## config.mk

```make
export PLATFORM = sky130hd
export DESIGN_NAME = can_frame_queue_controller_core
export DESIGN_NICKNAME = d
export VERILOG_FILES = /design/src/rtl/cfqc_pkg.sv /design/src/rtl/cfqc_datapath.sv /design/src/rtl/cfqc_ctrl.sv /design/src/rtl/can_frame_queue_controller_core.sv
export VERILOG_INCLUDE_DIRS = /design/src /design/src/rtl
export SDC_FILE = /design/constraint.sdc
export NUM_CORES = 1
export LEC_CHECK = 0
export ABC_AREA = 1
export BUFFER_PORTS_ARGS = -buffer_cell sky130_fd_sc_hd__buf_4
export CORE_UTILIZATION = 59
export DETAILED_ROUTE_END_ITERATION = 8
export GPL_ROUTABILITY_DRIVEN = 0
export PLACE_DENSITY = 0.79
export RECOVER_POWER = 25
export SLEW_MARGIN = 20
export SYNTH_ARGS = -nofsm -noshare
export SYNTH_HDL_FRONTEND = slang
export SYNTH_SLANG_ARGS = --single-unit
export TNS_END_PERCENT = 50
```

## constraint.sdc

```tcl
create_clock -name clk_i -period 15.4 [get_ports clk_i]
set_input_delay 1.54 -clock clk_i [delete_from_list [all_inputs] [get_ports clk_i]]
set_output_delay 1.54 -clock clk_i [all_outputs]
set_load 0.05 [all_outputs]
```

## src/rtl/can_frame_queue_controller_core_assert.svh

```systemverilog
// Assertion macros used by the CAN frame queue controller state machine.
`ifndef CAN_FRAME_QUEUE_CONTROLLER_CORE_ASSERT_SVH
`define CAN_FRAME_QUEUE_CONTROLLER_CORE_ASSERT_SVH
`ifndef ASSERT_OFF
`define CFQC_ASSERT(lbl, clk, rst_n, prop) \
  lbl: assert property (@(posedge clk) disable iff (!rst_n) (prop)) \
    else $error("cfqc: assertion failed");
`define CFQC_ASSERT_NEXT(lbl, clk, rst_n, ante, cons) \
  lbl: assert property (@(posedge clk) disable iff (!rst_n) (ante) |=> (cons)) \
    else $error("cfqc: assertion failed");
`else
`define CFQC_ASSERT(lbl, clk, rst_n, prop)
`define CFQC_ASSERT_NEXT(lbl, clk, rst_n, ante, cons)
`endif
`endif

```

## src/rtl/cfqc_pkg.sv

```systemverilog
// Types and constants shared by the CAN frame queue controller modules.
`timescale 1ns / 1ps

package cfqc_pkg;

  localparam int unsigned IN_DATA_W  = 192;
  localparam int unsigned OUT_DATA_W = 184;
  localparam int unsigned KIND_W     = 3;

  typedef logic [KIND_W-1:0] kind_t;

  // Result kinds as carried in the output tuser.
  localparam kind_t KIND_ACCEPTED = 3'd0;
  localparam kind_t KIND_FULL     = 3'd1;
  localparam kind_t KIND_TX_IMAGE = 3'd2;
  localparam kind_t KIND_ERROR    = 3'd3;
  localparam kind_t KIND_RECEIVED = 3'd4;

  // Input mode codes as carried in the input tuser.
  localparam logic MODE_COMMIT    = 1'b0;
  localparam logic MODE_INTERRUPT = 1'b1;

  // Bit positions within the interrupt flag byte.
  localparam int unsigned INT_ERR_BIT = 5;
  localparam int unsigned INT_TXD_BIT = 2;
  localparam int unsigned INT_RX_BIT  = 0;

  // Input word layout, lowest field last.
  typedef struct packed {
    logic [4:0]  pad;
    logic [31:0] timestamp_ms;
    logic [39:0] rx_header;
    logic [7:0]  err_flags;
    logic [7:0]  int_flags;
    logic [63:0] payload;
    logic [3:0]  length;
    logic        remote;
    logic [28:0] identifier;
    logic        ext_flag;
  } item_t;

  // Output word layout, lowest field last.
  typedef struct packed {
    logic [4:0]  pad;
    logic [7:0]  out_err_flags;
    logic [31:0] out_time;
    logic [3:0]  out_length;
    logic        out_remote;
    logic [28:0] out_identifier;
    logic        out_extended;
    logic [63:0] out_payload;
    logic [39:0] tx_header;
  } result_t;

  // Status from the datapath to the controller.
  typedef struct packed {
    logic is_commit;
    logic full;
    logic ring_empty;
    logic int_err;
    logic int_txd;
    logic int_rx;
    logic pending;
    logic out_free;
  } status_t;

  // Commands from the controller to the datapath.
  typedef struct packed {
    logic  capture;
    logic  push;
    logic  set_pending;
    logic  clr_pending;
    logic  pop;
    logic  load;
    logic  last;
    kind_t kind;
  } cmd_t;

endpackage

```

## src/rtl/cfqc_datapath.sv

```systemverilog
// Datapath: input capture, transmit ring, frame packing and unpacking, output register.
`timescale 1ns / 1ps

module cfqc_datapath import cfqc_pkg::*; #(
  parameter int unsigned QUEUE_DEPTH = 8
) (
  input  logic                  clk_i,
  input  logic                  rst_ni,
  input  logic [IN_DATA_W-1:0]  s_tdata_i,
  input  logic                  s_tuser_i,
  input  cmd_t                  cmd_i,
  output status_t               status_o,
  output logic                  m_tvalid_o,
  input  logic                  m_tready_i,
  output logic [OUT_DATA_W-1:0] m_tdata_o,
  output kind_t                 m_tuser_o,
  output logic                  m_tlast_o
);

  localparam int unsigned PtrW   = (QUEUE_DEPTH > 1) ? $clog2(QUEUE_DEPTH) : 1;
  localparam int unsigned EntryW = 1 + 29 + 1 + 4 + 64;
  localparam logic [PtrW-1:0] LastSlot = PtrW'(QUEUE_DEPTH - 1);

  function automatic logic [PtrW-1:0] ring_next(input logic [PtrW-1:0] p);
    logic [PtrW-1:0] n;
    n = (p == LastSlot) ? '0 : p + PtrW'(1);
    return n;
  endfunction

  item_t             item_q;
  logic              mode_q;
  logic [PtrW-1:0]   wr_ptr_q, wr_ptr_d;
  logic [PtrW-1:0]   rd_ptr_q, rd_ptr_d;
  logic              pending_q, pending_d;
  logic [EntryW-1:0] mem_q [QUEUE_DEPTH];
  logic [EntryW-1:0] rd_entry_q;

  logic              out_valid_q;
  kind_t             out_kind_q;
  logic              out_last_q;
  result_t           out_data_q;
  result_t           res;

  // Head entry fields.
  logic              hd_ext;
  logic [28:0]       hd_id;
  logic              hd_rtr;
  logic [3:0]        hd_len;
  logic [63:0]       hd_data;
  logic [7:0]        tx_sidh, tx_sidl, tx_eidh, tx_eidl, tx_dlc;

  // Received header fields.
  logic [7:0]        rx_sidh, rx_sidl, rx_eidh, rx_eidl, rx_dlc;
  logic              rx_ext, rx_rtr;
  logic [28:0]       rx_id;

  always_ff @(posedge clk_i) begin
    if (cmd_i.capture) begin
      item_q <= item_t'(s_tdata_i);
      mode_q <= s_tuser_i;
    end
  end

  // Ring storage: one write port at the tail, one registered read at the head.
  always_ff @(posedge clk_i) begin
    if (cmd_i.push) begin
      mem_q[wr_ptr_q] <= {item_q.ext_flag, item_q.identifier, item_q.remote,
                          item_q.length, item_q.payload};
    end
    rd_entry_q <= mem_q[rd_ptr_q];
  end

  always_comb begin
    wr_ptr_d  = cmd_i.push ? ring_next(wr_ptr_q) : wr_ptr_q;
    rd_ptr_d  = cmd_i.pop  ? ring_next(rd_ptr_q) : rd_ptr_q;
    pending_d = pending_q;
    if (cmd_i.set_pending) begin
      pending_d = 1'b1;
    end else if (cmd_i.clr_pending) begin
      pending_d = 1'b0;
    end
  end

  always_ff @(posedge clk_i or negedge rst_ni) begin
    if (!rst_ni) begin
      wr_ptr_q  <= '0;
      rd_ptr_q  <= '0;
      pending_q <= 1'b0;
    end else begin
      wr_ptr_q  <= wr_ptr_d;
      rd_ptr_q  <= rd_ptr_d;
      pending_q <= pending_d;
    end
  end

  assign status_o.is_commit  = (mode_q == MODE_COMMIT);
  assign status_o.full       = (ring_next(wr_ptr_q) == rd_ptr_q);
  assign status_o.ring_empty = (wr_ptr_q == rd_ptr_q);
  assign status_o.int_err    = item_q.int_flags[INT_ERR_BIT];
  assign status_o.int_txd    = item_q.int_flags[INT_TXD_BIT];
  assign status_o.int_rx     = item_q.int_flags[INT_RX_BIT];
  assign status_o.pending    = pending_q;
  assign status_o.out_free   = !out_valid_q || m_tready_i;

  // Controller register image of the head frame.
  always_comb begin
    {hd_ext, hd_id, hd_rtr, hd_len, hd_data} = rd_entry_q;
    if (hd_ext) begin
      tx_sidh = hd_id[28:21];
      tx_sidl = {hd_id[20:18], 1'b0, 1'b1, 1'b0, hd_id[17:16]};
      tx_eidh = hd_id[15:8];
      tx_eidl = hd_id[7:0];
    end else begin
      tx_sidh = hd_id[10:3];
      tx_sidl = {hd_id[2:0], 5'b0};
      tx_eidh = 8'h00;
      tx_eidl = 8'h00;
    end
    tx_dlc = hd_rtr ? 8'h40 : {4'b0, hd_len};
  end

  // Received header unpacked into a message.
  always_comb begin
    {rx_sidh, rx_sidl, rx_eidh, rx_eidl, rx_dlc} = item_q.rx_header;
    rx_ext = rx_sidl[3];
    if (rx_ext) begin
      rx_id  = {rx_sidh, rx_sidl[7:5], rx_sidl[1:0], rx_eidh, rx_eidl};
      rx_rtr = rx_dlc[6];
    end else begin
      rx_id  = {18'b0, rx_sidh, rx_sidl[7:5]};
      rx_rtr = rx_sidl[4];
    end
  end

  always_comb begin
    res = '0;
    unique case (cmd_i.kind)
      KIND_TX_IMAGE: begin
        res.tx_header   = {tx_sidh, tx_sidl, tx_eidh, tx_eidl, tx_dlc};
        res.out_payload = hd_rtr ? 64'd0 : hd_data;
      end
      KIND_ERROR: begin
        res.out_time      = item_q.timestamp_ms;
        res.out_err_flags = item_q.err_flags;
      end
      KIND_RECEIVED: begin
        res.out_payload    = rx_rtr ? 64'd0 : item_q.payload;
        res.out_extended   = rx_ext;
        res.out_identifier = rx_id;
        res.out_remote     = rx_rtr;
        res.out_length     = rx_rtr ? 4'd0 : rx_dlc[3:0];
        res.out_time       = item_q.timestamp_ms;
      end
      default: begin
      end
    endcase
  end

  always_ff @(posedge clk_i or negedge rst_ni) begin
    if (!rst_ni) begin
      out_valid_q <= 1'b0;
    end else if (cmd_i.load) begin
      out_valid_q <= 1'b1;
    end else if (m_tready_i) begin
      out_valid_q <= 1'b0;
    end
  end

  always_ff @(posedge clk_i) begin
    if (cmd_i.load) begin
      out_data_q <= res;
      out_kind_q <= cmd_i.kind;
      out_last_q <= cmd_i.last;
    end
  end

  assign m_tvalid_o = out_valid_q;
  assign m_tdata_o  = out_data_q;
  assign m_tuser_o  = out_kind_q;
  assign m_tlast_o  = out_last_q;

endmodule

```

## src/rtl/cfqc_ctrl.sv

```systemverilog
// Controller state machine: sequences capture, decode, queue read and result loading.
`timescale 1ns / 1ps
`include "can_frame_queue_controller_core_assert.svh"

module cfqc_ctrl import cfqc_pkg::*; (
  input  logic    clk_i,
  input  logic    rst_ni,
  input  logic    s_tvalid_i,
  output logic    s_tready_o,
  input  status_t status_i,
  output cmd_t    cmd_o
);

  localparam logic [1:0] ST_IDLE = 2'd0;
  localparam logic [1:0] ST_EXEC = 2'd1;
  localparam logic [1:0] ST_READ = 2'd2;
  localparam logic [1:0] ST_SEND = 2'd3;

  logic [1:0] state_q, state_d;

  assign s_tready_o = (state_q == ST_IDLE);

  always_comb begin
    state_d = state_q;
    cmd_o   = '0;
    cmd_o.kind = KIND_ACCEPTED;
    unique case (state_q)
      ST_IDLE: begin
        if (s_tvalid_i) begin
          cmd_o.capture = 1'b1;
          state_d       = ST_EXEC;
        end
      end
      ST_EXEC: begin
        if (status_i.is_commit) begin
          if (status_i.out_free) begin
            cmd_o.load = 1'b1;
            if (status_i.full) begin
              cmd_o.kind = KIND_FULL;
              cmd_o.last = 1'b1;
              state_d    = ST_IDLE;
            end else begin
              cmd_o.push = 1'b1;
              cmd_o.kind = KIND_ACCEPTED;
              cmd_o.last = status_i.pending;
              if (status_i.pending) begin
                state_d = ST_IDLE;
              end else begin
                cmd_o.set_pending = 1'b1;
                state_d           = ST_READ;
              end
            end
          end
        end else if (status_i.int_err) begin
          if (status_i.out_free) begin
            cmd_o.load = 1'b1;
            cmd_o.kind = KIND_ERROR;
            cmd_o.last = 1'b1;
            state_d    = ST_IDLE;
          end
        end else if (status_i.int_txd) begin
          if (status_i.ring_empty) begin
            cmd_o.clr_pending = 1'b1;
            state_d           = ST_IDLE;
          end else begin
            cmd_o.set_pending = 1'b1;
            state_d           = ST_READ;
          end
        end else if (status_i.int_rx) begin
          if (status_i.out_free) begin
            cmd_o.load = 1'b1;
            cmd_o.kind = KIND_RECEIVED;
            cmd_o.last = 1'b1;
            state_d    = ST_IDLE;
          end
        end else begin
          state_d = ST_IDLE;
        end
      end
      ST_READ: begin
        // The head entry is re-read here so that a frame written during decode is seen.
        state_d = ST_SEND;
      end
      ST_SEND: begin
        if (status_i.out_free) begin
          cmd_o.load = 1'b1;
          cmd_o.pop  = 1'b1;
          cmd_o.kind = KIND_TX_IMAGE;
          cmd_o.last = 1'b1;
          state_d    = ST_IDLE;
        end
      end
      default: begin
        state_d = ST_IDLE;
      end
    endcase
  end

  always_ff @(posedge clk_i or negedge rst_ni) begin
    if (!rst_ni) begin
      state_q <= ST_IDLE;
    end else begin
      state_q <= state_d;
    end
  end

  `CFQC_ASSERT(a_load_needs_room, clk_i, rst_ni, cmd_o.load |-> status_i.out_free)
  `CFQC_ASSERT(a_no_push_when_full, clk_i, rst_ni, cmd_o.push |-> !status_i.full)
  `CFQC_ASSERT(a_no_pop_when_empty, clk_i, rst_ni, cmd_o.pop |-> !status_i.ring_empty)
  `CFQC_ASSERT_NEXT(a_capture_leaves_idle, clk_i, rst_ni, cmd_o.capture, state_q != ST_IDLE)

endmodule

```

## src/rtl/can_frame_queue_controller_core.sv

```systemverilog
// Top level of the CAN frame queue controller: transmit ring and interrupt decoder.
`timescale 1ns / 1ps

// The block takes one input word at a time. An input word marked as a commit (tuser low)
// queues a frame in a transmit ring of QUEUE_DEPTH entries, which holds at most
// QUEUE_DEPTH-1 frames; a full ring refuses the frame with a single result word. When no
// transmission is in flight, the accepted frame is packed at once into a controller
// register image (sidh, sidl, eidh, eidl, dlc) and follows the acceptance word. An input
// word marked as an interrupt (tuser high) is decoded with priority error, then
// transmit-done, then receive: error gives a timestamped error report, transmit-done
// sends the next queued frame or clears the pending flag without a result, and receive
// unpacks the raw header into a message. Remote frames carry zero length and payload.
// The result kind travels in m_axis_tuser and tlast marks the final result word of each
// input word. Timing: an input word is taken in the idle state and decoded in the next
// cycle. A word that sends a transmit image then passes through the read and send states,
// because the ring is a memory with a registered read port at the head pointer: the head
// entry is read in the read state and the image is loaded in the send state. The output
// register parts the two sides: a new word is accepted while a finished result still
// waits, and decode only stalls when it has a result to load and the output register is
// still occupied. There is no clearing pass after reset.

module can_frame_queue_controller_core import cfqc_pkg::*; #(
  parameter int unsigned QUEUE_DEPTH = 8
) (
  input  logic                  clk_i,
  input  logic                  rst_ni,
  // s_axis_tdata fields, lowest bit up: ext_flag(1), identifier(29), remote(1),
  // length(4), payload(64), int_flags(8), err_flags(8), rx_header(40),
  // timestamp_ms(32), zero fill(5).
  input  logic                  s_axis_tvalid,
  output logic                  s_axis_tready,
  input  logic [IN_DATA_W-1:0]  s_axis_tdata,
  // s_axis_tuser fields: mode(1).
  input  logic                  s_axis_tuser,
  // m_axis_tdata fields, lowest bit up: tx_header(40), out_payload(64),
  // out_extended(1), out_identifier(29), out_remote(1), out_length(4),
  // out_time(32), out_err_flags(8), zero fill(5).
  output logic                  m_axis_tvalid,
  input  logic                  m_axis_tready,
  output logic [OUT_DATA_W-1:0] m_axis_tdata,
  // m_axis_tuser fields: kind(3).
  output logic [KIND_W-1:0]     m_axis_tuser,
  output logic                  m_axis_tlast
);

  cmd_t    cmd;
  status_t status;

  // The controller owns the sequencing; the datapath owns every stored frame and pointer.
  cfqc_ctrl u_ctrl (
    .clk_i      (clk_i),
    .rst_ni     (rst_ni),
    .s_tvalid_i (s_axis_tvalid),
    .s_tready_o (s_axis_tready),
    .status_i   (status),
    .cmd_o      (cmd)
  );

  cfqc_datapath #(
    .QUEUE_DEPTH (QUEUE_DEPTH)
  ) u_datapath (
    .clk_i      (clk_i),
    .rst_ni     (rst_ni),
    .s_tdata_i  (s_axis_tdata),
    .s_tuser_i  (s_axis_tuser),
    .cmd_i      (cmd),
    .status_o   (status),
    .m_tvalid_o (m_axis_tvalid),
    .m_tready_i (m_axis_tready),
    .m_tdata_o  (m_axis_tdata),
    .m_tuser_o  (m_axis_tuser),
    .m_tlast_o  (m_axis_tlast)
  );

endmodule

```

# After elaboration in Yosys (flattened, before gate mapping)
# Memories as Yosys holds them, arrays and structs flattened. A register that Yosys moved wholly into a read port is not among the register bits.
# Index checks and enable logic that the tools add are counted.
# word_totals
ramBits	792
mem_count	1
reg_bits	379
in_bits	197
elab_cells	107
# memory_table
memory	depth	word_bits	rd	rd_ports_with_merged_regs	write_ports	line_no	source
u_datapath.mem_q	8	99	1	1	1	cfqc_datapath.sv:35	logic [EntryW-1:0] mem_q [QUEUE_DEPTH];
# op_classes
eq_ne	12
mux	51
n_reduce_logical	11
n_addsub	2
bitwise	2
# ops
op	count
$mux 64	2
$pmux 64 s2	1
$mux 5	7
$mux 2	14
$mux 1	16
$mux 8	2
$mux 11	1
$pmux 5 s2	1
$eq 3x3->1 const B	3
$mux 3	3
$pmux 2 s4	1
$mux 7	1
$add 3x1->3 const B	2
$eq 3x2->1 const B	2
$eq 3x3->1	2
$mux 6	1
$reduce_and 2->1	3
$reduce_or 2->1	3
$eq 2x2->1 const B	2
$mux 4	1
$reduce_bool 2->1	2
$ne 3x2->1 const B	1
$eq 2x1->1 const B	1
$logic_not 2->1	1
other kinds (4)	5

# Depth between registers and ports, before layout
# depth
depth_word	11
mapped_depth	11

# Hierarchy
# A second synthesis with hierarchy kept.
# hier_totals
cells_unflattened	4488
area_unflattened_um2	49697.7
# by_module_without_submodules
mod	cells_per_inst	area_each_um2	seq_area_each_um2	instances
cfqc_datapath	4438	49427.4	36685.2	1
cfqc_ctrl	50	270.3	50.0	1

# Least setup slack after synthesis
# OpenSTA, ideal clock, no wires.
# synth_path
path_type	in2reg
startpoint	input port m_axis_tready
endpoint	memory u_datapath.mem_q[4][0] (netlist name) (enable)
required_ns	14.600
arrival_time_ns	11.417
setup_slack_ns	3.184
setup_ns	0.800
stages	5
cell_sequence	nor2_1 nor3_1 nand2_1 buf_2 nor4_1
# synth_via
elab_chain_len	6
# synth_rtl
item	line_no	source
from (decl)	can_frame_queue_controller_core.sv:39	input logic m_axis_tready,
$logic_or 1x1->1	cfqc_datapath.sv:103	assign status_o.out_free = !out_valid_q || m_tready_i;
$mux 2	cfqc_ctrl.sv:36	if (status_i.out_free) begin
$mux 1	cfqc_ctrl.sv:35	if (status_i.is_commit) begin
$mux 3	cfqc_ctrl.sv:27	unique case (state_q)
$mux 1	cfqc_datapath.sv:66	if (cmd_i.push) begin
$mux 1 (not written as such)	cfqc_datapath.sv:67	mem_q[wr_ptr_q] <= {item_q.ext_flag, item_q.identifier, item_q.remote,
to (decl)	cfqc_datapath.sv:35	
# Every way passes these cells.

# Worst setup path after layout
# layout_path
startpoint	register u_datapath.rd_ptr_q[0]
endpoint	memory u_datapath.mem_q[5][40] (netlist name) (enable)
# layout_via
elab_chain_len	7
# layout_rtl
item	line_no	source
from (decl)	cfqc_datapath.sv:33	logic [PtrW-1:0] rd_ptr_q, rd_ptr_d;
from (signal assigned)	cfqc_datapath.sv:91	rd_ptr_q <= rd_ptr_d;
$eq 3x3->1	cfqc_datapath.sv:97	assign status_o.full = (ring_next(wr_ptr_q) == rd_ptr_q);
$mux 2	cfqc_ctrl.sv:38	if (status_i.full) begin
$mux 2	cfqc_ctrl.sv:36	
$mux 1	cfqc_ctrl.sv:35	
$mux 3	cfqc_ctrl.sv:27	
$mux 1	cfqc_datapath.sv:66	
$mux 1 (not written as such)	cfqc_datapath.sv:67	
# Every way passes these cells.

==> results.json <==
{
  "wire_per_inst_microns": 22.14,
  "sw_frac_of_total": 0.3575,
  "ir_drop_mv": 0.1783,
  "setup_viol": 0,
  "die_x_microns": 280.7,
  "outcome": "finished clean",
  "synth_seq_area_share": 0.8014,
  "cts_tree": "built",
  "syn_inst": 3298,
  "synth_area_sq_um": 45840,
  "drive_above_1_share": 0.1647,
  "synth_top_area_frac": 0.7527,
  "grt_pass1_vias": 27030,
  "max_freq_ghz": 0.2522,
  "cts-root-buf": "clkbuf_16",
  "clk_pin_slew_worst_paths_ps": 60,
  "rsz0062_at_grt": "no",
  "wirelength_microns": 105200,
  "p_leak_nw": 19.36,
  "synth_cell_types": 30,
  "yosys-mux-area-fraction": 0.0002184,
  "nNetsFinal": 3820,
  "hpwlAfterDp_microns": 53250,
  "start_kind": "flip-flop",
  "cts_setup_buffers": 0,
  "hold_buffers": 0,
  "power_density_nw_per_um2": 203.9,
  "core_sq_um": 76450,
  "end_kind": "flip-flop",
  "fin_crit_sh": 0.2574,
  "grtUsageTotal": 0.2655,
  "wl_met3_microns": 8220,
  "power_frac_seq": 0.449,
  "slew_viol_final": 0,
  "synth_edf_count": 1149,
  "die_h_microns": 280.7,
  "cts_buffers": 117,
  "cp_data_required_time_ps": 15680,
  "cts_resized": 0,
  "synthSimpleGateAreaFrac": 0.09374,
  "path_class": "flip-flop to flip-flop",
  "regArea_sq_um": 36750,
  "avgViaCountPerCell": 5.840,
  "synthTopCellsByArea": "edfxtp_1 (75%), nor2_1 (4.4%), o21ai_0 (4.3%)",
  "antenna_left": 0,
  "port_buffers": 362,
  "maxCapViolCount": 0,
  "vias": 27760,
  "first_pass_iters": 5,
  "met1Wirelength_microns": 41430,
  "worst_pin_slew_ps": 1075,
  "pin_count": 387,
  "fin_crit_ps": 3965,
  "dieArea_sq_um": 78810,
  "grt_max_degree": 196,
  "clockBufferDepth": 3,
  "total_power_mw": 10.88,
  "syn_area_per_cell_sq_um": 13.90,
  "synth-xor-area-share": 0.0003822,
  "relSlewSlack": 0.2831,
  "cts.sinks": 1258,
  "grt_overflow": 0,
  "routed.top_layer": "met4",
  "worstPathMaxFanout": 195,
  "start_util": 0.5995,
  "synthArstFlopShare": 0.007949,
  "ys_seq_elements": 1258,
  "synth-adder-area-share": 0.001092,
  "antenna_found_initial": 4,
  "row_count": 101,
  "clock_skew_ps": 23.93,
  "cp.arrival_ps": 4250,
  "drc_errors": 0,
  "area_growth_pct": 16.41,
  "yosys.area.top_type": "edfxtp_1",
  "comb_power_share": 0.283,
  "synth_warnings": 0,
  "wl_met2_microns": 52550,
  "p_int_mw": 6.991,
  "hold_ws_ps": 533.9,
  "synth-compound-area-share": 0.07430,
  "dr.first_iter.drc_count": 3217,
  "p_switching_mw": 3.889,
  "grt_pass1_wl_microns": 157100,
  "tns_ps": 0,
  "synth_top_family_by_area": "simple AND/OR/NAND/NOR gates",
  "hp-class": "flip-flop to flip-flop",
  "synth_ff_type": "edfxtp_1",
  "hold_viol": 0,
  "multi_input_area_sq_um": 7890,
  "clkPwrFrac": 0.268,
  "worstSkewPairLatency_ps": 680,
  "fillers": 4826,
  "htree_levels": 3
}
## power by group through the flow
stage | combinational, mW | sequential, mW | clock, mW
after floorplan | 1.50 | 5.55 | 0
after global placement | 2.97 | 4.92 | 0
after detailed placement | 3.05 | 4.94 | 0
after CTS | 3.08 | 4.88 | 2.94
after global routing | 3.33 | 4.93 | 3.08
final | 3.08 | 4.88 | 2.91
## sequential cells by signal (all words and copies together) (netlist names)
| name | flops |
|---|---|
| u_ctrl.state_q | 2 |
| u_datapath.item_q | 175 |
| u_datapath.m_tdata_o | 174 |
| u_datapath.m_tlast_o | 1 |
| u_datapath.m_tuser_o | 3 |
| u_datapath.m_tvalid_o | 1 |
| u_datapath.mem_q | 792 |
| u_datapath.mode_q | 1 |
| u_datapath.pending_q | 1 |
| u_datapath.rd_entry_q | 99 |
| u_datapath.rd_ptr_q | 3 |
| u_datapath.status_o | 3 |
| u_datapath.wr_ptr_q | 3 |
## logic make-up after synthesis
group,count (synthesis)
DFF,1258
and+or+nand+nor,1085
AOI/OAI and AO/OA,630
buffers and inverters,317
adders and majority gates,4
xor gates and xnor gates,2
other,1
muxes,1
## routing by layer
layer,global-route usage,vias to the layer above
li1,-,12520
met1,0.3627,13670
met2,0.4398,1385
met3,0.03874,191
met4,0.09346,0
met5,0,-
## critical path, stage by stage, from the launching register on
cell,delay (ps)
dfrtp_4,1010
inv_8,550
nand2_1,210
nand2_1,70
nand3_1,110
nand2_1,360
nor4_2,310
buf_4,870
## cell type report
type	instances	area share
Sequential cell	1258	0.6887
Antenna cell	2	0.00009379
Clock inverter	66	0.01252
Multi-Input combinational cell	1732	0.1479
Tap cell	1030	0.02415
Clock buffer	155	0.06136
Inverter	110	0.008019
Timing Repair Buffer	400	0.05733
## path summary, 6_finish.rpt
kind / start / endpoint / slack [ps] / depth (start not counted)
setup / recovery: u_datapath.rd_ptr_q[0] / u_datapath.mem_q[5][40] / 11440 / 7
hold / removal: u_datapath.rd_entry_q[9] / u_datapath.m_tdata_o[49] / 530 / 2
setup reg to reg: u_datapath.rd_ptr_q[0] / u_datapath.mem_q[5][40] / 11440 / 7
hold reg to reg: u_datapath.rd_entry_q[9] / u_datapath.m_tdata_o[49] / 530 / 2
max in group asynchronous: rst_ni / u_datapath.rd_ptr_q[2] / 14500 / 1
min in group asynchronous: rst_ni / u_ctrl.state_q[1] / 700 / 1
## synth_stat cells, drive strengths merged (3+ instances only)
library cell	instances
a21oi	26
buf	73
clkbuf	134
dfrtp	10
dfxtp	99
edfxtp	1149
ha	4
inv	109
nand2	396
nand3	141
nor2	535
nor3	9
nor4	3
o21ai	404
o22ai	198
## stage by stage
stage | setup slack (ps) | instance area [sq um] | cells | util
detailed placement | 11150 | 49370 | 4529 | 0.6458
floorplan | 3184 | 45870 | 3307 | -
finish | 11440 | 53360 | 4753 | 0.6979
CTS | 11300 | 53320 | 4750 | 0.6974
global route | 11100 | 53360 | 4753 | 0.6979
global placement | 11190 | 49370 | 4529 | 0.6458
## placed cells by master (no fill, tap or decap), types with 3 or more instances in the layout
cell,n
nand3_1,141
nand2_1,393
nor2_1,531
clkinv_1,17
buf_6,3
o21ai_1,7
clkbuf_16,120
inv_2,5
a21oi_1,26
dfxtp_1,99
clkinv_2,25
o21ai_0,397
clkbuf_1,21
dfrtp_1,7
dfrtp_4,3
nor3_2,6
clkbuf_8,14
o22ai_1,198
edfxtp_1,1149
ha_1,4
buf_4,394
clkinvlp_4,8
inv_1,101
bufinv_16,12
conb_1,10
No activity file was read; power rests on OpenSTA's default activity.
